## src/hw/rtl/pearson_correlation_top_macros.svh

```systemverilog
// Assertion macros shared by the correlation block's RTL files.
// Depends on nothing; each macro samples on clock and is disabled in reset.
`ifndef PEARSON_CORRELATION_TOP_MACROS_SVH
`define PEARSON_CORRELATION_TOP_MACROS_SVH

// A property that must hold at every clock edge outside reset.
`define PCC_ASSERT(label, prop, msg) \
   label: assert property (@(posedge clock) disable iff (reset) (prop)) else $error(msg);

// A condition that must never be seen outside reset.
`define PCC_NEVER(label, cond, msg) \
   label: assert property (@(posedge clock) disable iff (reset) !(cond)) else $error(msg);

`endif

```

## src/hw/rtl/pcc_pkg.sv

```systemverilog
// Types and constants of the correlation block.
// Used by the controller, the datapath and the top level.
package pcc_pkg;

   localparam int ACC_W       = 64;
   localparam int MUL_STEPS   = 64;
   localparam int ROOT_STEPS  = 32;
   localparam int DIV_STEPS   = 15;
   localparam int NUM_PRODS   = 6;
   localparam int ONE_Q       = 16384;

   localparam logic [1:0] STATUS_OK       = 2'd0;
   localparam logic [1:0] STATUS_DEGEN    = 2'd1;
   localparam logic [1:0] STATUS_OVERFLOW = 2'd2;

   typedef enum logic [3:0] {
      ST_ACC, ST_MLOAD, ST_MRUN, ST_FORM, ST_SLOAD, ST_SRUN,
      ST_DMUL, ST_DLOAD, ST_DRUN, ST_FIN, ST_OUT
   } pcc_state_type;

   typedef struct packed {
      logic       clear;
      logic       acc;
      logic       mul_load;
      logic       mul_step;
      logic [2:0] mul_sel;
      logic       form;
      logic       sqrt_load;
      logic       sqrt_step;
      logic       dmul;
      logic       div_load;
      logic       div_step;
      logic       finish;
   } pcc_cmd_type;

   typedef struct packed {
      logic full;
      logic overflow;
   } pcc_stat_type;

endpackage

```

## src/hw/rtl/pcc_ctrl.sv

```systemverilog
// Sequencer of the correlation block: accepts words, then steps the datapath
// through products, roots and division. Depends on pcc_pkg and the macros header.
`include "pearson_correlation_top_macros.svh"

module pcc_ctrl (
   input  logic                 clock,
   input  logic                 reset,
   input  logic                 req_tvalid,
   input  logic                 req_tlast,
   output logic                 req_tready,
   output logic                 rsp_tvalid,
   input  logic                 rsp_tready,
   input  pcc_pkg::pcc_stat_type stat,
   output pcc_pkg::pcc_cmd_type  cmd
);
   import pcc_pkg::*;

   pcc_state_type state_ff, state_in;
   logic [5:0]    cnt_ff, cnt_in;
   logic [2:0]    sel_ff, sel_in;
   logic          take;

   assign take = req_tvalid && req_tready;

   always_ff @(posedge clock) begin
      if (reset) begin
         state_ff <= ST_ACC;
         cnt_ff   <= '0;
         sel_ff   <= '0;
      end else begin
         state_ff <= state_in;
         cnt_ff   <= cnt_in;
         sel_ff   <= sel_in;
      end
   end

   always_comb begin
      state_in = state_ff;
      cnt_in   = cnt_ff;
      sel_in   = sel_ff;
      case (state_ff)
         ST_ACC: begin
            sel_in = '0;
            if (take && req_tlast) begin
               state_in = ST_MLOAD;
            end
         end
         ST_MLOAD: begin
            cnt_in   = '0;
            state_in = ST_MRUN;
         end
         ST_MRUN: begin
            cnt_in = cnt_ff + 6'd1;
            if (cnt_ff == 6'(MUL_STEPS - 1)) begin
               if (sel_ff == 3'(NUM_PRODS - 1)) begin
                  state_in = ST_FORM;
               end else begin
                  sel_in   = sel_ff + 3'd1;
                  state_in = ST_MLOAD;
               end
            end
         end
         ST_FORM:  state_in = ST_SLOAD;
         ST_SLOAD: begin
            cnt_in   = '0;
            state_in = ST_SRUN;
         end
         ST_SRUN: begin
            cnt_in = cnt_ff + 6'd1;
            if (cnt_ff == 6'(ROOT_STEPS - 1)) begin
               state_in = ST_DMUL;
            end
         end
         ST_DMUL:  state_in = ST_DLOAD;
         ST_DLOAD: begin
            cnt_in   = '0;
            state_in = ST_DRUN;
         end
         ST_DRUN: begin
            cnt_in = cnt_ff + 6'd1;
            if (cnt_ff == 6'(DIV_STEPS - 1)) begin
               state_in = ST_FIN;
            end
         end
         ST_FIN:   state_in = ST_OUT;
         ST_OUT: begin
            if (rsp_tready) begin
               state_in = ST_ACC;
            end
         end
         default:  state_in = ST_ACC;
      endcase
   end

   always_comb begin
      cmd         = '0;
      cmd.mul_sel = sel_ff;
      req_tready  = 1'b0;
      rsp_tvalid  = 1'b0;
      case (state_ff)
         ST_ACC: begin
            // The input is always ready here, so a valid word is taken.
            req_tready = 1'b1;
            cmd.acc    = req_tvalid;
         end
         ST_MLOAD: cmd.mul_load  = 1'b1;
         ST_MRUN:  cmd.mul_step  = 1'b1;
         ST_FORM:  cmd.form      = 1'b1;
         ST_SLOAD: cmd.sqrt_load = 1'b1;
         ST_SRUN:  cmd.sqrt_step = 1'b1;
         ST_DMUL:  cmd.dmul      = 1'b1;
         ST_DLOAD: cmd.div_load  = 1'b1;
         ST_DRUN:  cmd.div_step  = 1'b1;
         ST_FIN:   cmd.finish    = 1'b1;
         ST_OUT: begin
            rsp_tvalid = 1'b1;
            cmd.clear  = rsp_tready;
         end
         default: cmd = '0;
      endcase
   end

   `PCC_ASSERT(a_last_starts_products, (take && req_tlast) |=> (state_ff == ST_MLOAD),
               "last word did not start the products")
   `PCC_ASSERT(a_clear_only_on_delivery, cmd.clear |-> (rsp_tvalid && rsp_tready),
               "sums cleared without a delivered word")
   `PCC_ASSERT(a_no_accept_while_result, rsp_tvalid |-> !req_tready,
               "word accepted while a result waits")
   `PCC_ASSERT(a_overflow_needs_full, $rose(stat.overflow) |-> $past(stat.full),
               "overflow flagged below capacity")

endmodule

```

## config.mk

```make
export PLATFORM = sky130hd
export DESIGN_NAME = pcc_ctrl
export DESIGN_NICKNAME = d
export VERILOG_FILES = /design/src/hw/rtl/pcc_pkg.sv /design/src/hw/rtl/pcc_ctrl.sv
export VERILOG_INCLUDE_DIRS = /design/src /design/src/hw/rtl
export SDC_FILE = /design/constraint.sdc
export NUM_CORES = 1
export LEC_CHECK = 0
export BUFFER_PORTS_ARGS = -buffer_cell sky130_fd_sc_hd__buf_2
export CAP_MARGIN = 25
export CORE_MARGIN = 8
export CORE_UTILIZATION = 50
export CTS_CLUSTER_DIAMETER = 80
export DETAILED_ROUTE_END_ITERATION = 10
export GPL_TIMING_DRIVEN = 0
export PLACE_DENSITY = 0.74
export SYNTH_ARGS = -nofsm -noshare
export SYNTH_HDL_FRONTEND = slang
export SYNTH_SLANG_ARGS = --single-unit
```

## constraint.sdc

```tcl
create_clock -name clock -period 2.1 [get_ports clock]
set_clock_uncertainty 0.2 [all_clocks]
set_input_delay 0.42 -clock clock [delete_from_list [all_inputs] [get_ports clock]]
set_output_delay 0.42 -clock clock [all_outputs]
set_load 0.005 [all_outputs]
```

==> flow_summary.yaml, run 1 <==
final_layout:
  fillers: 181
  fin_area_sq_mm: 0.00147
  diodes: 0
  drive_gt1_share_pct: 43.5
  fin_nets: 182
  multi_input_area_sq_um: 782
  fin_util_pct: 68.3
  syn2layout_area_growth_pct: 33.8
  seqCellArea_sq_um: 268
synthesis:
  avgSynthCellArea_sq_um: 8.25
  synth_seq_cells: 13
  synthMuxAreaShare_pct: 2.85
  synth-compound-area-share_pct: 22.9
  synthAdderAreaFrac_pct: 4.56
  synthXorXnorAreaFrac_pct: 0.798
  syn_area_sq_mm: 0.00110
  synth_top_family_by_area: "simple AND/OR/NAND/NOR gates"
  synth_warnings: 0
  synthArstFlopShare_pct: 0
  ys_seq_area_share_pct: 23.7
  syn_nets: 144
  yosys.area_share.simple_pct: 35.6
  synth-edff-count: 0
  syn_inst: 133
  post_synth_num_cell_types: 53
  synth_ff_type: "dfxtp_1"
status:
  status: "finished with violations"
  violations: "setup timing"
die:
  num_rows: 17
  die_h_um: 62.8
  core-area_sq_mm: 0.00215
  die_x_um: 62.8
  initial_core_util_pct: 51.1
  ios: 23
  die-area_sq_mm: 0.00395
clock_tree:
  cts_tree: "built"
  cts_root_buffer: "clkbuf_4"
  insertion_delay_ns: 0.29
  clockBufferDepth: 2
  cts_buffers: 3
  cts_max_level: 1
  cts.sinks: 13
  cts.hold.buffers_added: 0
  clkSlewWorstSetupHoldPaths_ns: 0.09
global_routing:
  grt_pass1_wl_um: 4860
  grt_pass1_vias: 1054
  grt_overflow: 0
  antenna_found_initial: 0
  grt_usage_pct: 14.9
  grt_max_degree: 11
placement:
  port_buffers: 20
  place_area_sq_mm: 0.00123
  pre_cts_slack_ns: 0.00622
  gp_congestion: 0.874
  dp_hpwl_um: 2030
critical_path:
  reg2regPathDepth: 7
  critical_path.endpoint_type: "output port"
  crit_type: "register to output port"
  regToRegSetupSlack_ns: 0.07
  crit_chain: "buf_6 -> or4bb_4 -> inv_2 -> and2_4 -> buf_6"
  cp_data_required_time_ns: 1.48
  endpoint: "cmd[13]"
  reg2reg_from: "state_ff[1]"
  cp_num_buf_inv: 3
  reg2reg_to: "state_ff[0]"
  max_stage_delay_ns: 0.55
  path_max_fanout: 8
  crit_cells: 5
  cp-start-kind: "register"
  startpoint: "state_ff[1]"
  crit_path_top_delay_cell: "or4bb_4"
  path_delay_family: "simple AND/OR/NAND/NOR gates"
  crit_arrival_ns: 1.59
  worst_path_most_repeated_cell: "buf_6"
sta:
  period_minus_slack_ns: 2.21
  rsz0062_at_grt: "true"
  tightest_slew_ns: 0.554
  max_freq_ghz: 0.452
  setup_viol: 5
  slew_headroom_pct: 62.6
  timing.final.crit_share_pct: 105
  slew_violations: 0
  hold_violations: 0
  setup_ws_ns: -0.113
detailed_routing:
  wire_per_inst_um: 15.5
  drt_wl_total_um: 3060
  drc: 0
  first_pass_iters: 4
  via_count: 1168
  drt_iter0_markers: 34
  drtAntennaViolNets: 0
  viasPerCell: 5.90
pwr:
  p_per_area_mw_per_mm2: 428
  irDropWorstVdd_uv: 323
  p_leak_nw: 0.633
job:
  drv_cap: 0
min_path:
  hp-class: "register to register"
  hp-start: "sel_ff[1]"
[cells in the final DEF (no fill, tap or decap), drive strengths merged, types with 2 or more instances in the layout]
master	instances
nand4	4
or4b	2
o21bai	2
a31oi	4
nand2	6
o31ai	2
nand3b	2
nand3	3
nor3	5
nor4	4
inv	6
nor4b	2
buf	41
nor2b	4
nor2	7
nand2b	5
mux2i	2
and2	7
ha	4
dfxtp	13
clkbuf	8
and3	3
a211oi	2
o21ai	6
nor3b	2
a21oi	6
[cell usage after synthesis (2+ instances only)]
master / number / share of area, %
nor2b_1: 4 / 2.3
nand3_1: 3 / 1.4
inv_1: 5 / 1.7
o31ai_1: 2 / 1.4
nor2_1: 7 / 2.4
o21ai_1: 2 / 0.91
a21oi_1: 6 / 2.7
or4b_1: 2 / 1.8
ha_1: 4 / 4.6
nor4_2: 2 / 2.3
and2_1: 7 / 4.0
nor4b_1: 2 / 1.6
nor4_1: 2 / 1.1
dfxtp_1: 13 / 24
and3_1: 3 / 1.7
clkbuf_1: 4 / 1.4
nand2_1: 6 / 2.1
o21bai_1: 2 / 1.4
nor3b_1: 2 / 1.4
nand4_1: 4 / 2.3
mux2i_1: 2 / 1.8
nand2b_1: 5 / 2.9
a31oi_1: 2 / 1.1
o21ai_0: 4 / 1.8
nand3b_1: 2 / 1.4
nor3_1: 5 / 2.3
buf_6: 4 / 4.1
buf_2: 2 / 0.91
[repair_timing]
action	in CTS	in global routing
gates resized for setup	19	18
buffers inserted	4	10
endpoints found under the setup margin	13	13
pin swaps	4	5
[final cells by class]
type / count / area share (%)
tap: 28 / 2.39
timing repair buffer: 34 / 15.7
inverter: 6 / 1.71
buffer: 11 / 6.91
sequential: 13 / 18.2
clock buffer: 4 / 1.79
multi-input combinational: 102 / 53.3
[flip-flops by register name, summed over array words and instances (netlist names)]
| name | cells |
|---|---|
| cnt_ff | 6 |
| sel_ff | 3 |
| state_ff | 4 |
[worst reg2reg max path, delay by kind of cell, from the launching register on]
family                 cells  cell delay (ns)
buffers and inverters      3             0.41
and+or+nand+nor            2             0.63
DFF                        1             0.33
AOI/OAI and AO/OA          2             0.36
[how the worst min path moves through the flow]
stage                  end  depth (start not counted)
3_3_place_gp     cnt_ff[2]                          2
2_1_floorplan    cnt_ff[5]                          1
5_1_grt          cnt_ff[5]                          3
4_1_cts        state_ff[1]                          3
6_report         sel_ff[1]                          2
3_5_place_dp     sel_ff[1]                          2
[logic make-up after synthesis]
logic type / after synthesis
simple gates: 62
fa+ha+maj: 4
compound gates: 32
flops: 13
xor+xnor: 1
mux: 3
buf+inv: 18
[power breakdown]
part | internal [mW] | switching, mW | total (mW)
logic | 0.0989 | 0.103 | 0.202
registers | 0.255 | 0.00726 | 0.262
clock network | 0.0740 | 0.0904 | 0.164
[stage by stage]
| step | hold slack, ns | setup TNS (ns) | std cells | total power, mW |
|---|---|---|---|---|
| 2_1_floorplan | 0.269 | 0 | 133 | 0.389 |
| 3_3_place_gp | 0.305 | 0 | 181 | 0.428 |
| 3_5_place_dp | 0.310 | 0 | 181 | 0.432 |
| 4_1_cts | 0.305 | -0.280 | 188 | 0.622 |
| 5_1_grt | 0.335 | -0.640 | 198 | 0.663 |
| 6_report | 0.319 | -0.249 | 198 | 0.628 |
[layer usage]
layer | vias to the layer above | global-route usage [%] | share of wire, %
li1 | 563 | - | -
met1 | 559 | 17.4 | 44
met2 | 38 | 23.8 | 48
met3 | 8 | 4.30 | 5.6
met4 | 0 | 7.98 | 2.8
met5 | - | 0 | 0
Power figures use the tool's default switching activity.
==> run 2: changes to the inputs <==
Settings changed: SETUP_SLACK_MARGIN set to 0.3.
==> run 2 against run 1 <==
  * The flow still finishes with violations (setup timing)
  * Sequential power hardly changed
  * Die area unchanged
  * Power increased by 27%
  * Clock-buffer cell count did not move
  * Setup slack worse by 0.018 ns
  * Sequential share of layout area down 4.9 points
  * Fmax down 0.80%
  * Hold slack better by 0.017 ns
  * Global-route usage is 3.8 points higher
  * Combinational power increased by 77%
  * Non-clock buffer count grew 29
  * Register-to-register slack lost 0.15 ns
  * Critical endpoint is now cmd[12]
  * Largest power group is now combinational logic
==> flow_summary.yaml, run 2 (synthesized netlist as in run 1, its figures left out) <==
global_routing:
  grt_pass1_wl_um: 6020
  grt_overflow: 0
  grt_pass1_vias: 1289
  grt_max_degree: 11
  grt_usage_pct: 18.7
  antenna_found_initial: 0
final_layout:
  regMostFlops: "cnt_ff"
  fin_nets: 211
  final_common_cell: "buf_4"
  diodes: 0
  fin_cells: 227
  fin_util_pct: 95.0
  fin_area_sq_mm: 0.00204
  reg_top3: "cnt_ff: 6 flops, state_ff: 4 flops, sel_ff: 3 flops"
  drive_gt1_share_pct: 66.3
  largest_reg_flops: 6
  syn2layout_area_growth_pct: 86.0
  fillers: 59
  most-common-layout-cells: "30 x buf_4, 24 x buf_6, 10 x buf_2"
critical_path:
  crit_path_top_delay_cell: "dfxtp_2"
  crit_arrival_ns: 1.61
  cp_data_required_time_ns: 1.48
  worst_path_most_repeated_cell: "buf_6"
  crit_type: "register to output port"
  max_stage_delay_ns: 0.35
  path_delay_family: "simple AND/OR/NAND/NOR gates"
  path_max_fanout: 3
  cp-start-kind: "register"
  cp_num_buf_inv: 4
  crit_chain: "buf_8 -> buf_6 -> nor4_4 -> and2_1 -> buf_4 -> buf_6"
  regToRegSetupSlack_ns: -0.08
  reg2regPathDepth: 7
  reg2reg_to: "cnt_ff[1]"
  critical_path.endpoint_type: "output port"
  reg2reg_from: "state_ff[2]"
detailed_routing:
  viasPerCell: 6.74
  drc: 0
  drt_wl_total_um: 5780
  via_count: 1529
  wire_per_inst_um: 25.5
  first_pass_iters: 7
  drt_iter0_markers: 133
  drtAntennaViolNets: 0
min_path:
  hold_path_end: "sel_ff[1]"
  hp-start: "sel_ff[1]"
  hp-class: "register to register"
  holdPathStages: 2
pwr:
  design_power_total_uw: 796
  p_per_area_mw_per_mm2: 390
  p_comb_share_pct: 45.0
  pwr-share-seq_pct: 33.2
  switching_share_pct: 35.9
  p_leak_nw: 0.860
  netSwitchingPower_uw: 286
  irDropWorstVdd_uv: 468
  p_int_uw: 510
  p_clk_share_pct: 21.8
die:
  core-area_sq_mm: 0.00215
  die_h_um: 62.8
  ios: 23
  die_x_um: 62.8
  initial_core_util_pct: 51.1
  die-area_sq_mm: 0.00395
  num_rows: 17
clock_tree:
  cts_tree: "built"
  cts.sinks: 13
  cts_max_level: 1
  clockBufferDepth: 2
  insertion_delay_ns: 0.29
  clkSlewWorstSetupHoldPaths_ns: 0.10
  cts_root_buffer: "clkbuf_4"
  cts_buffers: 3
sta:
  slew_violations: 0
  timing.final.crit_share_pct: 106
  slew_headroom_pct: 54.2
  tightest_slew_ns: 0.687
  setup_ws_ns: -0.131
  rsz0062_at_grt: "true"
  period_minus_slack_ns: 2.23
  max_freq_ghz: 0.448
  setup_viol: 17
  hold_violations: 0
status:
  violations: "setup timing"
  status: "finished with violations"
placement:
  dp_hpwl_um: 2040
  gp_congestion: 0.885
  dp.cells: 181
  pre_cts_slack_ns: -0.00933
  port_buffers: 20
  place_area_sq_mm: 0.00124
job:
  drv_cap: 0
## run 2: changes by cell type in the layout (fill, tap and decap cells not counted), sizes merged
cell,change
buf,+30
clkbuf,-1
clkinv,+1
inv,-1
## run 2: worst max-delay path by stage
stage / startpoint / endpoint / slack [ns] / depth (start not counted)
after global routing: state_ff[3] / cmd[12] / -0.15 / 6
final: state_ff[3] / cmd[12] / -0.13 / 6
after global placement: state_ff[0] / cmd[9] / 0.03 / 6
after detailed placement: state_ff[0] / cmd[9] / -0.009 / 6
after CTS: state_ff[2] / cmd[13] / -0.08 / 5
after floorplan: cnt_ff[1] / sel_ff[2] / 0.30 / 5
## run 2: area by class of cell
cell class	count	area (sq um)	share of cell area (%)
multi-input combinational	102	991	48.6
timing repair buffer	62	553	27.1
sequential	13	273	13.4
buffer	12	135	6.62
tap	28	35.0	1.72
inverter	6	27.5	1.35
clock buffer	4	26.3	1.29
## run 2: worst register-to-register path, cell delays in order, from the launching register on
cell and delay [ns]:
dfxtp_2 0.35, buf_6 0.13, buf_4 0.18, or3b_4 0.40
buf_4 0.16, a21oi_4 0.27, nor2_1 0.13, o31ai_2 0.24
## run 2: metrics by stage
stage | setup TNS [ns] | hold WS (ns)
floorplan | 0 | 0.269
global placement | 0 | 0.298
detailed placement | -0.0199 | 0.307
CTS | -0.172 | 0.314
global route | -1.09 | 0.350
finish | -0.873 | 0.337
## run 2: metal layers
layer / vias up / share of wire, % / track usage (%)
met5: - / 0 / 0
met4: 0 / 7.7 / 11.1
met3: 52 / 12 / 4.12
met2: 154 / 43 / 30.9
met1: 700 / 38 / 21.3
li1: 623 / - / -
## run 2: power by group through the flow
stage	Sequential [mW]	Clock, mW	Combinational (mW)
finish	0.264	0.174	0.358
global route	0.264	0.178	0.366
CTS	0.260	0.167	0.261
detailed placement	0.266	0	0.170
global placement	0.265	0	0.165
floorplan	0.264	0	0.127
## run 2: timing repair
item,in CTS,in global routing
setup endpoints to repair,26,28
hold buffers,0,0
gates cloned,0,1
gates resized for setup,49,58
buffers inserted,20,21
pin swaps,21,23
